===== src/looping_cue_timer_core_macros.svh =====
// ----------------------------------------------------------------------------
// Assertion macros for the looping cue timer
// Concurrent checks clocked on clk and disabled while arst_n is low.
// ----------------------------------------------------------------------------
`ifndef LOOPING_CUE_TIMER_CORE_MACROS_SVH
`define LOOPING_CUE_TIMER_CORE_MACROS_SVH

// Same-cycle implication.
`define LCT_ASSERT_IMPL(lbl, ante, cons, msg) \
	lbl: assert property (@(posedge clk) disable iff (!arst_n) (ante) |-> (cons)) \
		else $error(msg);

// Next-cycle implication.
`define LCT_ASSERT_NEXT(lbl, ante, cons, msg) \
	lbl: assert property (@(posedge clk) disable iff (!arst_n) (ante) |=> (cons)) \
		else $error(msg);

`endif


===== src/lct_pkg.sv =====
// ----------------------------------------------------------------------------
// lct_pkg
// Widths, command and result codes, and request types of the cue timer.
// ----------------------------------------------------------------------------
package lct_pkg;

	localparam int MAX_CUES  = 16;
	localparam int TIME_BITS = 32;
	localparam int FRAC_BITS = 16;
	localparam int DUR_W     = 24;
	localparam int THR_W     = 16;
	localparam int CUE_W     = 16;
	localparam int CMD_W     = 3;
	localparam int KIND_W    = 2;
	localparam int IDX_W     = 4;
	localparam int ADDR_W    = (MAX_CUES > 1) ? $clog2(MAX_CUES) : 1;
	localparam int CNT_W     = $clog2(MAX_CUES + 1);
	localparam int STEP_W    = $clog2(TIME_BITS + 1);
	localparam int PROD_W    = CUE_W + DUR_W;
	localparam int REG_W     = 1;
	localparam int CFG_W     = DUR_W;

	localparam logic [CMD_W-1:0] CMD_TICK  = 3'd0;
	localparam logic [CMD_W-1:0] CMD_PLAY  = 3'd1;
	localparam logic [CMD_W-1:0] CMD_PAUSE = 3'd2;
	localparam logic [CMD_W-1:0] CMD_STOP  = 3'd3;
	localparam logic [CMD_W-1:0] CMD_ADD   = 3'd4;

	localparam logic [KIND_W-1:0] KIND_STATUS = 2'd0;
	localparam logic [KIND_W-1:0] KIND_FIRE   = 2'd1;
	localparam logic [KIND_W-1:0] KIND_REJECT = 2'd2;

	localparam logic [REG_W-1:0] REG_DURATION  = 1'b0;
	localparam logic [REG_W-1:0] REG_THRESHOLD = 1'b1;

	localparam logic [DUR_W-1:0] DURATION_RST  = DUR_W'(6000);
	localparam logic [THR_W-1:0] THRESHOLD_RST = THR_W'(15);

	localparam logic [STEP_W-1:0] STEPS_MOD  = STEP_W'(TIME_BITS);
	localparam logic [STEP_W-1:0] STEPS_FRAC = STEP_W'(FRAC_BITS);

	typedef struct packed {
		logic [CMD_W-1:0]     cmd;
		logic [TIME_BITS-1:0] now_ms;
		logic [CUE_W-1:0]     cue_pos;
	} cmd_req_t;

	typedef struct packed {
		logic [KIND_W-1:0]    kind;
		logic [IDX_W-1:0]     cue_index;
		logic [DUR_W-1:0]     position_ms;
		logic [FRAC_BITS-1:0] position_frac;
		logic                 running;
		logic                 last;
	} res_t;

	typedef struct packed {
		logic                 start;
		logic [STEP_W-1:0]    steps;
		logic [DUR_W-1:0]     r_init;
		logic [TIME_BITS-1:0] num_init;
	} div_req_t;

	typedef struct packed {
		logic                 busy;
		logic                 done;
		logic [DUR_W-1:0]     rem;
		logic [TIME_BITS-1:0] quo;
	} div_rsp_t;

	typedef struct packed {
		logic              add;
		logic              rd;
		logic              cmp;
		logic [ADDR_W-1:0] idx;
	} cue_ctl_t;

endpackage


===== src/looping_cue_timer_core.sv =====
// ----------------------------------------------------------------------------
// looping_cue_timer_core
// Looping millisecond timer with play, pause and stop that fires stored cues.
// ----------------------------------------------------------------------------
//
//  channel  | signals                          | direction
//  ---------+----------------------------------+----------
//  command  | cmd_valid, cmd_stall, cmd_data   | in
//  result   | res_valid, res_stall, res_data   | out
//  config   | cfg_we, cfg_index, cfg_data      | in
//
// A tick while playing runs the loop modulo and then the fraction on the
// shared divider (one quotient bit per cycle: 32 steps for the loop modulo,
// 16 for the fraction), then the read, multiply and compare of each stored
// cue and a result per fired cue; every other command runs only the fraction.
// Reset clears all control state at once; there is no clearing pass.
// A stalled result holds in the output register; the sequencer waits there.
// ----------------------------------------------------------------------------
`include "looping_cue_timer_core_macros.svh"

module looping_cue_timer_core (
	input  logic                        clk,
	input  logic                        arst_n,
	input  logic                        cmd_valid,
	output logic                        cmd_stall,
	input  lct_pkg::cmd_req_t           cmd_data,
	output logic                        res_valid,
	input  logic                        res_stall,
	output lct_pkg::res_t               res_data,
	input  logic                        cfg_we,
	input  logic [lct_pkg::REG_W-1:0]   cfg_index,
	input  logic [lct_pkg::CFG_W-1:0]   cfg_data
);

	typedef enum logic [2:0] {
		ST_IDLE,
		ST_MOD,
		ST_FRAC,
		ST_RD,
		ST_MUL,
		ST_CMP,
		ST_FIRE,
		ST_FINAL
	} state_t;

	state_t state_q;

	// Configuration registers.
	logic [lct_pkg::DUR_W-1:0] duration_q;
	logic [lct_pkg::THR_W-1:0] threshold_q;

	// Timer bookkeeping.
	logic [lct_pkg::TIME_BITS-1:0] start_q;
	logic [lct_pkg::TIME_BITS-1:0] pause_off_q;
	logic [lct_pkg::TIME_BITS-1:0] paused_tot_q;
	logic                          playing_q;
	logic [lct_pkg::DUR_W-1:0]     loop_time_q;
	logic [lct_pkg::FRAC_BITS-1:0] frac_q;
	logic                          frac_sat_q;
	logic                          tick_play_q;
	logic                          reject_q;
	logic [lct_pkg::ADDR_W-1:0]    idx_q;

	// Output register.
	logic          res_valid_q;
	lct_pkg::res_t res_q;

	logic                          cmd_acc;
	logic                          tick_play;
	logic                          slot_free;
	logic                          res_load;
	logic                          last_cue;
	logic [lct_pkg::DUR_W-1:0]     d_eff;
	logic [lct_pkg::DUR_W-1:0]     lt_init;
	logic [lct_pkg::TIME_BITS-1:0] since_start;
	logic [lct_pkg::TIME_BITS-1:0] elapsed;

	lct_pkg::div_req_t div_req;
	lct_pkg::div_rsp_t div_rsp;
	lct_pkg::cue_ctl_t cue_ctl;
	logic [lct_pkg::CNT_W-1:0] cue_count;
	logic                      cue_full;
	logic                      cue_hit;

	// Take a request only between commands.
	assign cmd_stall = state_q != ST_IDLE;
	assign cmd_acc   = cmd_valid && !cmd_stall;
	assign tick_play = (cmd_data.cmd == lct_pkg::CMD_TICK) && playing_q;

	// Treat a zero loop length as one millisecond.
	assign d_eff = (duration_q == '0) ? lct_pkg::DUR_W'(1) : duration_q;

	assign since_start = cmd_data.now_ms - start_q;
	assign elapsed     = since_start - paused_tot_q;
	assign lt_init     = (cmd_data.cmd == lct_pkg::CMD_STOP) ? '0 : loop_time_q;

	assign slot_free = !res_valid_q || !res_stall;
	assign last_cue  = (lct_pkg::CNT_W'(idx_q) + 1'b1) == cue_count;
	// Load a result from the fire or final state once the output slot is free.
	assign res_load  = slot_free && ((state_q == ST_FIRE) || (state_q == ST_FINAL));

	// Start the modulo on a running tick, otherwise go straight to the
	// fraction; after the modulo, chain the fraction on its remainder.
	always_comb begin
		div_req.start    = 1'b0;
		div_req.steps    = lct_pkg::STEPS_FRAC;
		div_req.r_init   = lt_init;
		div_req.num_init = '0;
		if (state_q == ST_IDLE) begin
			div_req.start = cmd_acc;
			if (tick_play) begin
				div_req.steps    = lct_pkg::STEPS_MOD;
				div_req.r_init   = '0;
				div_req.num_init = elapsed;
			end
		end else begin
			div_req.start  = (state_q == ST_MOD) && div_rsp.done;
			div_req.r_init = div_rsp.rem;
		end
	end

	always_comb begin
		cue_ctl.add = cmd_acc && (cmd_data.cmd == lct_pkg::CMD_ADD);
		cue_ctl.rd  = state_q == ST_RD;
		cue_ctl.cmp = state_q == ST_CMP;
		cue_ctl.idx = idx_q;
	end

	lct_divider u_div (
		.clk     (clk),
		.arst_n  (arst_n),
		.req     (div_req),
		.divisor (d_eff),
		.rsp     (div_rsp)
	);

	lct_cue_store u_cues (
		.clk       (clk),
		.arst_n    (arst_n),
		.ctl       (cue_ctl),
		.add_pos   (cmd_data.cue_pos),
		.duration  (d_eff),
		.loop_time (loop_time_q),
		.threshold (threshold_q),
		.count     (cue_count),
		.full      (cue_full),
		.hit       (cue_hit)
	);

	always_ff @(posedge clk or negedge arst_n) begin
		if (!arst_n) begin
			duration_q  <= lct_pkg::DURATION_RST;
			threshold_q <= lct_pkg::THRESHOLD_RST;
		end else if (cfg_we) begin
			unique case (cfg_index)
				lct_pkg::REG_DURATION:  duration_q  <= cfg_data;
				lct_pkg::REG_THRESHOLD: threshold_q <= cfg_data[lct_pkg::THR_W-1:0];
				default: ;
			endcase
		end
	end

	always_ff @(posedge clk or negedge arst_n) begin
		if (!arst_n) begin
			state_q      <= ST_IDLE;
			start_q      <= '0;
			pause_off_q  <= '0;
			paused_tot_q <= '0;
			playing_q    <= 1'b0;
			loop_time_q  <= '0;
			frac_q       <= '0;
			frac_sat_q   <= 1'b0;
			tick_play_q  <= 1'b0;
			reject_q     <= 1'b0;
			idx_q        <= '0;
			res_valid_q  <= 1'b0;
			res_q        <= '0;
		end else begin
			// Raise valid on a new result; drop it once the far side takes it.
			if (res_load) begin
				res_valid_q <= 1'b1;
			end else if (res_valid_q && !res_stall) begin
				res_valid_q <= 1'b0;
			end
			unique case (state_q)
				ST_IDLE: begin
					if (cmd_acc) begin
						tick_play_q <= tick_play;
						reject_q    <= (cmd_data.cmd == lct_pkg::CMD_ADD) && cue_full;
						frac_sat_q  <= lt_init >= d_eff;
						unique case (cmd_data.cmd)
							lct_pkg::CMD_PLAY: begin
								if (!playing_q) begin
									if (pause_off_q == '0) begin
										start_q <= cmd_data.now_ms;
									end else begin
										paused_tot_q <= paused_tot_q + since_start - pause_off_q;
									end
									playing_q <= 1'b1;
								end
							end
							lct_pkg::CMD_PAUSE: begin
								if (playing_q) begin
									pause_off_q <= since_start;
								end
								playing_q <= 1'b0;
							end
							lct_pkg::CMD_STOP: begin
								playing_q    <= 1'b0;
								loop_time_q  <= '0;
								start_q      <= '0;
								pause_off_q  <= '0;
								paused_tot_q <= '0;
							end
							default: ;
						endcase
						state_q <= tick_play ? ST_MOD : ST_FRAC;
					end
				end
				ST_MOD: begin
					if (div_rsp.done) begin
						loop_time_q <= div_rsp.rem;
						frac_sat_q  <= 1'b0;
						state_q     <= ST_FRAC;
					end
				end
				ST_FRAC: begin
					if (div_rsp.done) begin
						frac_q  <= frac_sat_q ? '1 : div_rsp.quo[lct_pkg::FRAC_BITS-1:0];
						idx_q   <= '0;
						state_q <= (tick_play_q && cue_count != '0) ? ST_RD : ST_FINAL;
					end
				end
				ST_RD: begin
					state_q <= ST_MUL;
				end
				ST_MUL: begin
					state_q <= ST_CMP;
				end
				ST_CMP: begin
					if (cue_hit) begin
						state_q <= ST_FIRE;
					end else if (last_cue) begin
						state_q <= ST_FINAL;
					end else begin
						idx_q   <= idx_q + 1'b1;
						state_q <= ST_RD;
					end
				end
				ST_FIRE: begin
					if (slot_free) begin
						res_q.kind          <= lct_pkg::KIND_FIRE;
						res_q.cue_index     <= lct_pkg::IDX_W'(idx_q);
						res_q.position_ms   <= loop_time_q;
						res_q.position_frac <= frac_q;
						res_q.running       <= playing_q;
						res_q.last          <= 1'b0;
						if (last_cue) begin
							state_q <= ST_FINAL;
						end else begin
							idx_q   <= idx_q + 1'b1;
							state_q <= ST_RD;
						end
					end
				end
				ST_FINAL: begin
					if (slot_free) begin
						res_q.kind          <= reject_q ? lct_pkg::KIND_REJECT
						                                : lct_pkg::KIND_STATUS;
						res_q.cue_index     <= '0;
						res_q.position_ms   <= loop_time_q;
						res_q.position_frac <= frac_q;
						res_q.running       <= playing_q;
						res_q.last          <= 1'b1;
						state_q             <= ST_IDLE;
					end
				end
				default: state_q <= ST_IDLE;
			endcase
		end
	end

	assign res_valid = res_valid_q;
	assign res_data  = res_q;

	// Never restart the divider while it is still iterating.
	`LCT_ASSERT_IMPL(a_div_idle_on_start, div_req.start, !div_rsp.busy, "divider restarted while busy")
	// A fired cue never ends a command; a status or reject always does.
	`LCT_ASSERT_IMPL(a_last_by_kind, res_valid, (res_data.kind == lct_pkg::KIND_FIRE) != res_data.last, "last flag does not match result kind")
	// An accepted request always leaves the idle state.
	`LCT_ASSERT_NEXT(a_busy_after_accept, cmd_acc, state_q != ST_IDLE, "request accepted but sequencer idle")
	// The cue count stays within the table.
	`LCT_ASSERT_IMPL(a_count_bound, 1'b1, cue_count <= lct_pkg::CNT_W'(lct_pkg::MAX_CUES), "cue count beyond table size")

endmodule


===== src/lct_divider.sv =====
// ----------------------------------------------------------------------------
// lct_divider
// Restoring divider, one quotient bit per cycle, shared by modulo and fraction.
// ----------------------------------------------------------------------------
module lct_divider (
	input  logic                       clk,
	input  logic                       arst_n,
	input  lct_pkg::div_req_t          req,
	input  logic [lct_pkg::DUR_W-1:0]  divisor,
	output lct_pkg::div_rsp_t          rsp
);

	logic [lct_pkg::DUR_W-1:0]     rem_q;
	logic [lct_pkg::TIME_BITS-1:0] num_q;
	logic [lct_pkg::STEP_W-1:0]    cnt_q;
	logic                          busy_q;
	logic                          done_q;
	logic [lct_pkg::DUR_W:0]       trial;
	logic [lct_pkg::DUR_W:0]       diff;
	logic                          take;

	// Shift the next dividend bit into the partial remainder and try to subtract.
	assign trial = {rem_q, num_q[lct_pkg::TIME_BITS-1]};
	assign take  = trial >= {1'b0, divisor};
	assign diff  = trial - {1'b0, divisor};

	always_ff @(posedge clk or negedge arst_n) begin
		if (!arst_n) begin
			busy_q <= 1'b0;
			done_q <= 1'b0;
			cnt_q  <= '0;
		end else begin
			done_q <= 1'b0;
			if (req.start) begin
				busy_q <= 1'b1;
				cnt_q  <= req.steps;
			end else if (busy_q) begin
				cnt_q <= cnt_q - 1'b1;
				if (cnt_q == lct_pkg::STEP_W'(1)) begin
					busy_q <= 1'b0;
					done_q <= 1'b1;
				end
			end
		end
	end

	always_ff @(posedge clk) begin
		if (req.start) begin
			rem_q <= req.r_init;
			num_q <= req.num_init;
		end else if (busy_q) begin
			rem_q <= take ? diff[lct_pkg::DUR_W-1:0] : trial[lct_pkg::DUR_W-1:0];
			num_q <= {num_q[lct_pkg::TIME_BITS-2:0], take};
		end
	end

	assign rsp.busy = busy_q;
	assign rsp.done = done_q;
	assign rsp.rem  = rem_q;
	assign rsp.quo  = num_q;

endmodule


===== src/lct_cue_store.sv =====
// ----------------------------------------------------------------------------
// lct_cue_store
// Cue table, fired marks and the read, multiply and compare path of a scan.
// ----------------------------------------------------------------------------
module lct_cue_store (
	input  logic                        clk,
	input  logic                        arst_n,
	input  lct_pkg::cue_ctl_t           ctl,
	input  logic [lct_pkg::CUE_W-1:0]   add_pos,
	input  logic [lct_pkg::DUR_W-1:0]   duration,
	input  logic [lct_pkg::DUR_W-1:0]   loop_time,
	input  logic [lct_pkg::THR_W-1:0]   threshold,
	output logic [lct_pkg::CNT_W-1:0]   count,
	output logic                        full,
	output logic                        hit
);

	logic [lct_pkg::CUE_W-1:0]  cue_mem [lct_pkg::MAX_CUES];
	logic [lct_pkg::CUE_W-1:0]  rd_s1;
	logic [lct_pkg::PROD_W-1:0] prod_s2;
	logic [lct_pkg::MAX_CUES-1:0] fired_q;
	logic [lct_pkg::CNT_W-1:0]  count_q;
	logic [lct_pkg::DUR_W-1:0]  cue_ms;
	logic [lct_pkg::DUR_W-1:0]  cue_gap;
	logic [lct_pkg::DUR_W-1:0]  thr_ext;
	logic                       fired_keep;
	logic                       add_ok;

	assign full    = count_q == lct_pkg::CNT_W'(lct_pkg::MAX_CUES);
	assign count   = count_q;
	assign add_ok  = ctl.add && !full;
	assign thr_ext = lct_pkg::DUR_W'(threshold);

	// Cue time in ms is the Q0.16 position scaled by the loop length.
	assign cue_ms  = prod_s2[lct_pkg::CUE_W +: lct_pkg::DUR_W];
	assign cue_gap = (cue_ms > loop_time) ? (cue_ms - loop_time) : (loop_time - cue_ms);

	// Rearm far cues first, then fire near ones that are armed.
	assign fired_keep = fired_q[ctl.idx] && !(cue_gap > thr_ext);
	assign hit        = ctl.cmp && (cue_gap < thr_ext) && !fired_keep;

	always_ff @(posedge clk) begin
		if (add_ok) begin
			cue_mem[count_q[lct_pkg::ADDR_W-1:0]] <= add_pos;
		end
		if (ctl.rd) begin
			rd_s1 <= cue_mem[ctl.idx];
		end
		prod_s2 <= lct_pkg::PROD_W'(rd_s1) * lct_pkg::PROD_W'(duration);
	end

	always_ff @(posedge clk or negedge arst_n) begin
		if (!arst_n) begin
			fired_q <= '0;
			count_q <= '0;
		end else begin
			if (add_ok) begin
				fired_q[count_q[lct_pkg::ADDR_W-1:0]] <= 1'b0;
				count_q <= count_q + 1'b1;
			end else if (ctl.cmp) begin
				fired_q[ctl.idx] <= hit || fired_keep;
			end
		end
	end

endmodule

===== config.mk =====
export PLATFORM = sky130hd
export DESIGN_NAME = looping_cue_timer_core
export DESIGN_NICKNAME = d
export VERILOG_FILES = /design/src/lct_pkg.sv /design/src/looping_cue_timer_core.sv /design/src/lct_divider.sv /design/src/lct_cue_store.sv
export VERILOG_INCLUDE_DIRS = /design/src /design/src/src
export SDC_FILE = /design/constraint.sdc
export NUM_CORES = 2
export LEC_CHECK = 0
export BUFFER_PORTS_ARGS = -buffer_cell sky130_fd_sc_hd__buf_2
export CAP_MARGIN = 20
export CORE_UTILIZATION = 64
export DETAILED_ROUTE_END_ITERATION = 8
export PLACE_DENSITY_LB_ADDON = 0.25
export SYNTH_ARGS = -nofsm -noshare
export SYNTH_HDL_FRONTEND = slang
export SYNTH_SLANG_ARGS = --single-unit

===== constraint.sdc =====
create_clock -name clk -period 9.6 [get_ports clk]
set_input_delay 2.4 -clock clk [delete_from_list [all_inputs] [get_ports clk]]
set_output_delay 2.4 -clock clk [all_outputs]
set_load 0.005 [all_outputs]

* Yosys cells after proc, flatten, opt, wreduce, memory -nomap -nowiden
Memories as Yosys holds them, arrays and structs flattened. A register that Yosys moved wholly into a read port is not among the register bits.
Cells that the tools add are included.
** Word-level totals
- Flip-flop bits (word level) :: 361
- RAM bits :: 256
- Bits in latches :: 0
- ROM bits :: 0
- Memories kept :: 1
** Memory list
- u_cues.cue_mem :: depth 16, bits a word 16, read ports 1, clocked after memory_dff 1, wr ports 1, RTL line lct_cue_store.sv:18 : logic [lct_pkg::CUE_W-1:0] cue_mem [lct_pkg::MAX_CUES];
** Operators by class
- Multiply operators :: 1
- Reductions and logical operators :: 52
- Mux-type cells :: 69
- Divide/modulo/power cells :: 0
- $add $sub $neg :: 11
- Bitwise gates (word level) :: 3
- $lt $le $gt $ge :: 9
- Equal/unequal tests :: 25
- Shift operators :: 0
** Operators by type and width (count)
- 2-to-1 mux 32 bit :: 8
- 2-to-1 mux 24 bit :: 9
- one-hot mux 32 bit (2 select lines) :: 3
- 2-to-1 mux 48 bit :: 2
- one-hot mux 48 bit (2 select lines) :: 1
- subtractor 32 bit :: 3
- subtractor 24 bit :: 3
- 2-to-1 mux 62 bit :: 1
- 2-to-1 mux 16 bit :: 3
- one-hot mux 24 bit (2 select lines) :: 1
- multiplier 16 x 24 -> 40 bit :: 1
- adder 32 bit :: 1
- zero test 32 bit :: 1
- greater-or-equal comparator 25 x 24 -> 1 bit :: 1
- greater-or-equal comparator 24 bit :: 1
- > comparator 24 x 16 -> 1 bit :: 1
- > comparator 24 bit :: 1
- zero test 24 bit :: 1
- < comparator 24 x 16 -> 1 bit :: 1
- 2-to-1 mux 3 bit :: 8
- one-hot mux 3 bit (8 select lines) :: 1
- 2-to-1 mux 6 bit :: 3
- bitwise AND 16 bit :: 1
- bitwise mux 16 bit :: 1
- 35 further kinds :: 113

* Depth between registers and ports, before layout
- Depth after elaboration :: 11
- Mapped depth :: 30

* Hierarchy
From an unflattened synthesis, not the netlist that was laid out.
** Second synthesis, totals
- Cells, all modules :: 4652
- Area total of the unflattened synthesis :: 47149.0 um2
** By module, submodules not included
- lct_cue_store :: seq. area each 9173.8 um2, instances 1, area each 26546.7 um2, cells an instance 2315
- looping_cue_timer_core :: seq. area each 5919.4 um2, instances 1, area each 16116.7 um2, cells an instance 1900
- lct_divider :: seq. area each 1881.8 um2, instances 1, area each 4485.6 um2, cells an instance 437

* Worst setup path before layout
Ideal clock, no wire load.
- Path type :: in2reg
- Start :: input port cmd_data[16] (netlist bit)
- End :: register paused_tot_q[31] (netlist bit)
- Data required time :: 9521 ps
- Path buffers :: 0
- Stages :: 28
- Data arrival time :: 7433 ps
- Setup time :: 79 ps
- Slack :: 2087 ps
- Cells stage by stage :: inv_1 > ha_1 > inv_1 > fa_1 > a21o_1 > a21oi_1 > o21a_1 > o21ai_0 > a31oi_1 > inv_1 > a21oi_1 > o21bai_1 > a21oi_1 > xnor2_1 > fa_1 > ha_1 > nand2_1 > a2bb2oi_1 > nand2_1 > a22o_1 > o31ai_1 > nand2b_1 > a31oi_1 > o311ai_0 > a21oi_1 > xnor3_1 > nand2b_1 > mux2i_1
** On the way
- Word-level cells in the longest chain between the ends :: 6
** Ends and longest elaborated chain
- from (decl) :: RTL line looping_cue_timer_core.sv:26 : input lct_pkg::cmd_req_t cmd_data,
- subtractor 32 bit :: RTL line looping_cue_timer_core.sv:93 : assign since_start = cmd_data.now_ms - start_q;
- adder 32 bit :: RTL line looping_cue_timer_core.sv:197 : paused_tot_q <= paused_tot_q + since_start - pause_off_q;
- subtractor 32 bit :: RTL line looping_cue_timer_core.sv:197
- 2-to-1 mux 32 bit :: RTL line looping_cue_timer_core.sv:194 : if (pause_off_q == '0) begin
- 2-to-1 mux 32 bit :: RTL line looping_cue_timer_core.sv:193 : if (!playing_q) begin
- one-hot mux 32 bit (2 select lines) :: RTL line looping_cue_timer_core.sv:191 : unique case (cmd_data.cmd)
- to (signal assigned) :: RTL line looping_cue_timer_core.sv:197
- to (decl) :: RTL line looping_cue_timer_core.sv:55 : logic [lct_pkg::TIME_BITS-1:0] paused_tot_q;
No other way between the ends. The select of a mux whose other input is x is not followed.
A chain may end at the register's enable or synchronous reset.

* Final worst setup path
- Start :: register duration_q[5] (netlist bit)
- End :: register u_cues.prod_s2[39] (netlist bit)
** On the way
- Word-level cells in the longest chain between the ends :: 3
** Ends and longest elaborated chain
- from (decl) :: RTL line looping_cue_timer_core.sv:49 : logic [lct_pkg::DUR_W-1:0] duration_q;
- from (signal assigned) :: RTL line looping_cue_timer_core.sv:152 : duration_q <= lct_pkg::DURATION_RST;
- from (signal assigned) :: RTL line looping_cue_timer_core.sv:156 : lct_pkg::REG_DURATION: duration_q <= cfg_data;
- zero test 24 bit :: RTL line looping_cue_timer_core.sv:91 : assign d_eff = (duration_q == '0) ? lct_pkg::DUR_W'(1) : duration_q;
- 2-to-1 mux 24 bit * :: RTL line looping_cue_timer_core.sv:91
- multiplier 16 x 24 -> 40 bit * :: RTL line lct_cue_store.sv:49 : prod_s2 <= lct_pkg::PROD_W'(rd_s1) * lct_pkg::PROD_W'(duration);
- to (signal assigned) :: RTL line lct_cue_store.sv:49
- to (decl) :: RTL line lct_cue_store.sv:20 : logic [lct_pkg::PROD_W-1:0] prod_s2;
Every way passes the cells marked *; elsewhere a longest branch is shown, timed or not.

==> flow_summary_export.csv <==
group,metric,value,unit
status,status,"complete, no violations",
clock_network,clock_sink_count,617,
hold_path,min_to,"res_data[3]",
clock_network,cts.reportedPaths.clkPinSlew,60,ps
synth,synth_top_area_cell,"edfxtp_1",
synth,avgSynthCellArea,10.5,sq um
hold_path,hold_start,"frac_q[1]",
placed_design,dp_cells,5269,
flow_run,max_cap_viol_count,0,
synth,async_reset_ff_share,42.9,%
synth,yosysMostFrequentCell,"inv_1",
global_routing,grt_max_degree,117,
placed_design,place.gp.congestion,0.953,
critical_path,reg2reg_from,"duration_q[5]",
critical_path,reg2reg_depth,27,
floorplan,die_x,269,um
sta,fmaxAchievable,116,MHz
clock_network,cts_tree,"done",
detailed_routing,routed_wl,118000,um
final_layout,final_cells,5403,
clock_network,cts.hold.buffers_added,0,
synth,synth-edff-count,328,
global_routing,grt_overflow_total,0,
global_routing,grt_pass1_vias,33075,
critical_path,path_class,"flip-flop to flip-flop",
synth,ys_warn_count,0,
global_routing,antenna_found_initial,1,
synth,ys_types,90,
sta,fin_skew,40.6,ps
detailed_routing,drtAntennaViolNets,0,
floorplan,dieArea,72200,sq um
final_layout,area_growth,9.19,%
synth,ys_top_cells_by_count,"inv_1, nand2_1, fa_1",
sta,worstMarginPinSlew,1130,ps
synth,ys_seq_area_share,37.3,%
clock_network,cts_inserted_buffers,69,
synth,syn_inst,4331,
synth,ys.flop_type,"edfxtp_1",
critical_path,crit_path_start_kind,"flip-flop",
detailed_routing,detail_route.drc_violations,0,
clock_network,htree_levels,3,
placed_design,dp_hpwl,80600,um
critical_path,endpoint_kind,"flip-flop",
detailed_routing,drt_iter0_drc,3039,
detailed_routing,vias,32757,
sta,rsz0062_at_grt,"false",
synth,synth_area_leaders,"edfxtp_1, fa_1, dfrtp_1, ha_1, inv_1",
final_layout,drive_gt1_share,10.9,%
sta,final-max-slew-violation-count,0,
sta,setup_violations,0,
sta,finalHoldViolCount,0,
hold_path,hold_class,"flip-flop to flip-flop",
placed_design,io_buffers,130,
floorplan,io_pins,131,
sta,period_share,89.5,%
clock_network,clock_latency,640,ps
synth,synth_fp_nets,5077,
sta,setup_tns,0,ps
critical_path,crit_fanout,18,
floorplan,die_y,269,um
global_routing,grt_usage,33.0,%
critical_path,reg2reg_slack,1010,ps
floorplan,core-area,70300,sq um
synth,ys_ff_latch,617,
detailed_routing,first_pass_iters,6,
critical_path,cp.required,10120,ps
clock_network,post-cts-setup-buffers,0,
clock_network,cts-root-buf,"clkbuf_16",
sta,whs,466,ps
detailed_routing,wl_per_cell,21.8,um
synth,netlist_area,45500,sq um
floorplan,placement_rows,97,
detailed_routing,drt-vias-per-instance,6.06,
synth,synth_top_area_share,21.6,%
hold_path,hold_depth,2,
global_routing,grt_pass1_wl,182000,um
critical_path,crit_arrival,9110,ps
final_layout,nNetsFinal,5155,
sta,slew_headroom,24.5,%
critical_path,worstReg2RegEnd,"u_cues.prod_s2[39]",
sta,finalCriticalPeriod,8590,ps
floorplan,initial_core_util,64.8,%
clock_network,cts-resized-gates,0,
clock_network,clk_path_buf_depth,3,
## worst max-delay path, stage by stage, from the launching register on
cell      delay [ps]
dfstp_2          510
nor4_1           530
nand4_1          180
o21bai_1         540
buf_4            310
nand2_1          100
fa_1             440
fa_1             510
inv_1             40
ha_1             180
fa_1             490
inv_1             60
fa_1             440
fa_1             510
inv_1             40
ha_1             280
a21o_1           160
a21oi_1          130
o21ai_0          120
nor4_1           420
o21ai_0          210
a31oi_1          540
a211oi_1         320
o22ai_1          450
o211ai_1         220
a21oi_1          380
o221ai_1         210
xnor2_1          150
## routing by layer
metal | GRT usage [%] | up-vias | part of all wire [%]
met5 | 0 | - | 0
met1 | 42.9 | 16142 | 39
met3 | 4.90 | 334 | 6.9
met2 | 55.6 | 1437 | 49
li1 | - | 14844 | -
met4 | 14.0 | 0 | 4.6
## cell type report
cell class                      instances  area, sq um
Sequential cell                       617        17000
Clock buffer                           84         1830
Antenna cell                            1         2.50
Fill cell                            4966        20500
Tap cell                              940         1180
Inverter                              572         2150
Timing Repair Buffer                  200         1380
Multi-Input combinational cell       2949        25700
Clock inverter                         40          503
## stage by stage
stage	cell area [sq um]	util [%]	worst slack [ps]
after global placement	47100	67.0	1370
after floorplan	45500	-	2090
after detailed placement	47200	67.2	1160
final	49700	70.8	1010
after CTS	49500	70.5	1110
after global routing	49700	70.8	688
## flip-flops by register name, summed over array words and instances, names as in the netlist, 3 cells and up
name / flops
frac_q: 16
idx_q: 4
pause_off_q: 32
u_cues.fired_q: 16
u_div.num_q: 32
loop_time_q: 24
u_cues.rd_s1: 16
start_q: 32
u_div.rem_q: 24
u_div.cnt_q: 6
u_cues.prod_s2: 24
paused_tot_q: 32
u_cues.count: 5
state_q: 3
u_cues.cue_mem: 256
threshold_q: 16
res_data: 48
duration_q: 24
## worst max path at each step
stage / from / to / slack [ps] / depth (start not counted)
2_1_floorplan: cmd_data[16] / paused_tot_q[31] / 2090 / 28
3_3_place_gp: cmd_data[16] / paused_tot_q[31] / 1370 / 29
3_5_place_dp: cmd_data[16] / paused_tot_q[31] / 1160 / 29
4_1_cts: duration_q[5] / u_cues.prod_s2[39] / 1110 / 27
5_1_grt: duration_q[23] / u_cues.prod_s2[38] / 690 / 28
6_report: duration_q[5] / u_cues.prod_s2[39] / 1010 / 27
## cells in the final DEF (no fill, tap or decap), types with 29 or more instances in the layout
master,synthesis,layout
a21o_1,87,87
a21oi_1,182,182
a22o_1,86,86
and2_1,180,180
buf_2,1,129
buf_4,9,58
clkbuf_16,0,71
dfrtp_1,254,252
edfxtp_1,328,328
fa_1,341,341
ha_1,324,324
inv_1,572,572
mux4_2,85,85
nand2_1,568,568
nand2b_1,36,35
nand3_1,57,56
nor2_1,179,176
nor2b_1,30,29
nor3_1,34,30
o21ai_0,218,218
xnor2_1,100,100
xor2_1,63,63
## kinds of logic after synthesis
logic type / share of synthesized area [%]
xor+xnor: 3.22
mux: 5.30
compound gates: 11.5
flops: 37.3
buf+inv: 6.46
fa+ha+maj: 23.9
simple gates: 12.3
Power is left out: the tool's default activity adds up to more than one toggle a clock period on the data nets, which glitch-free logic cannot reach.
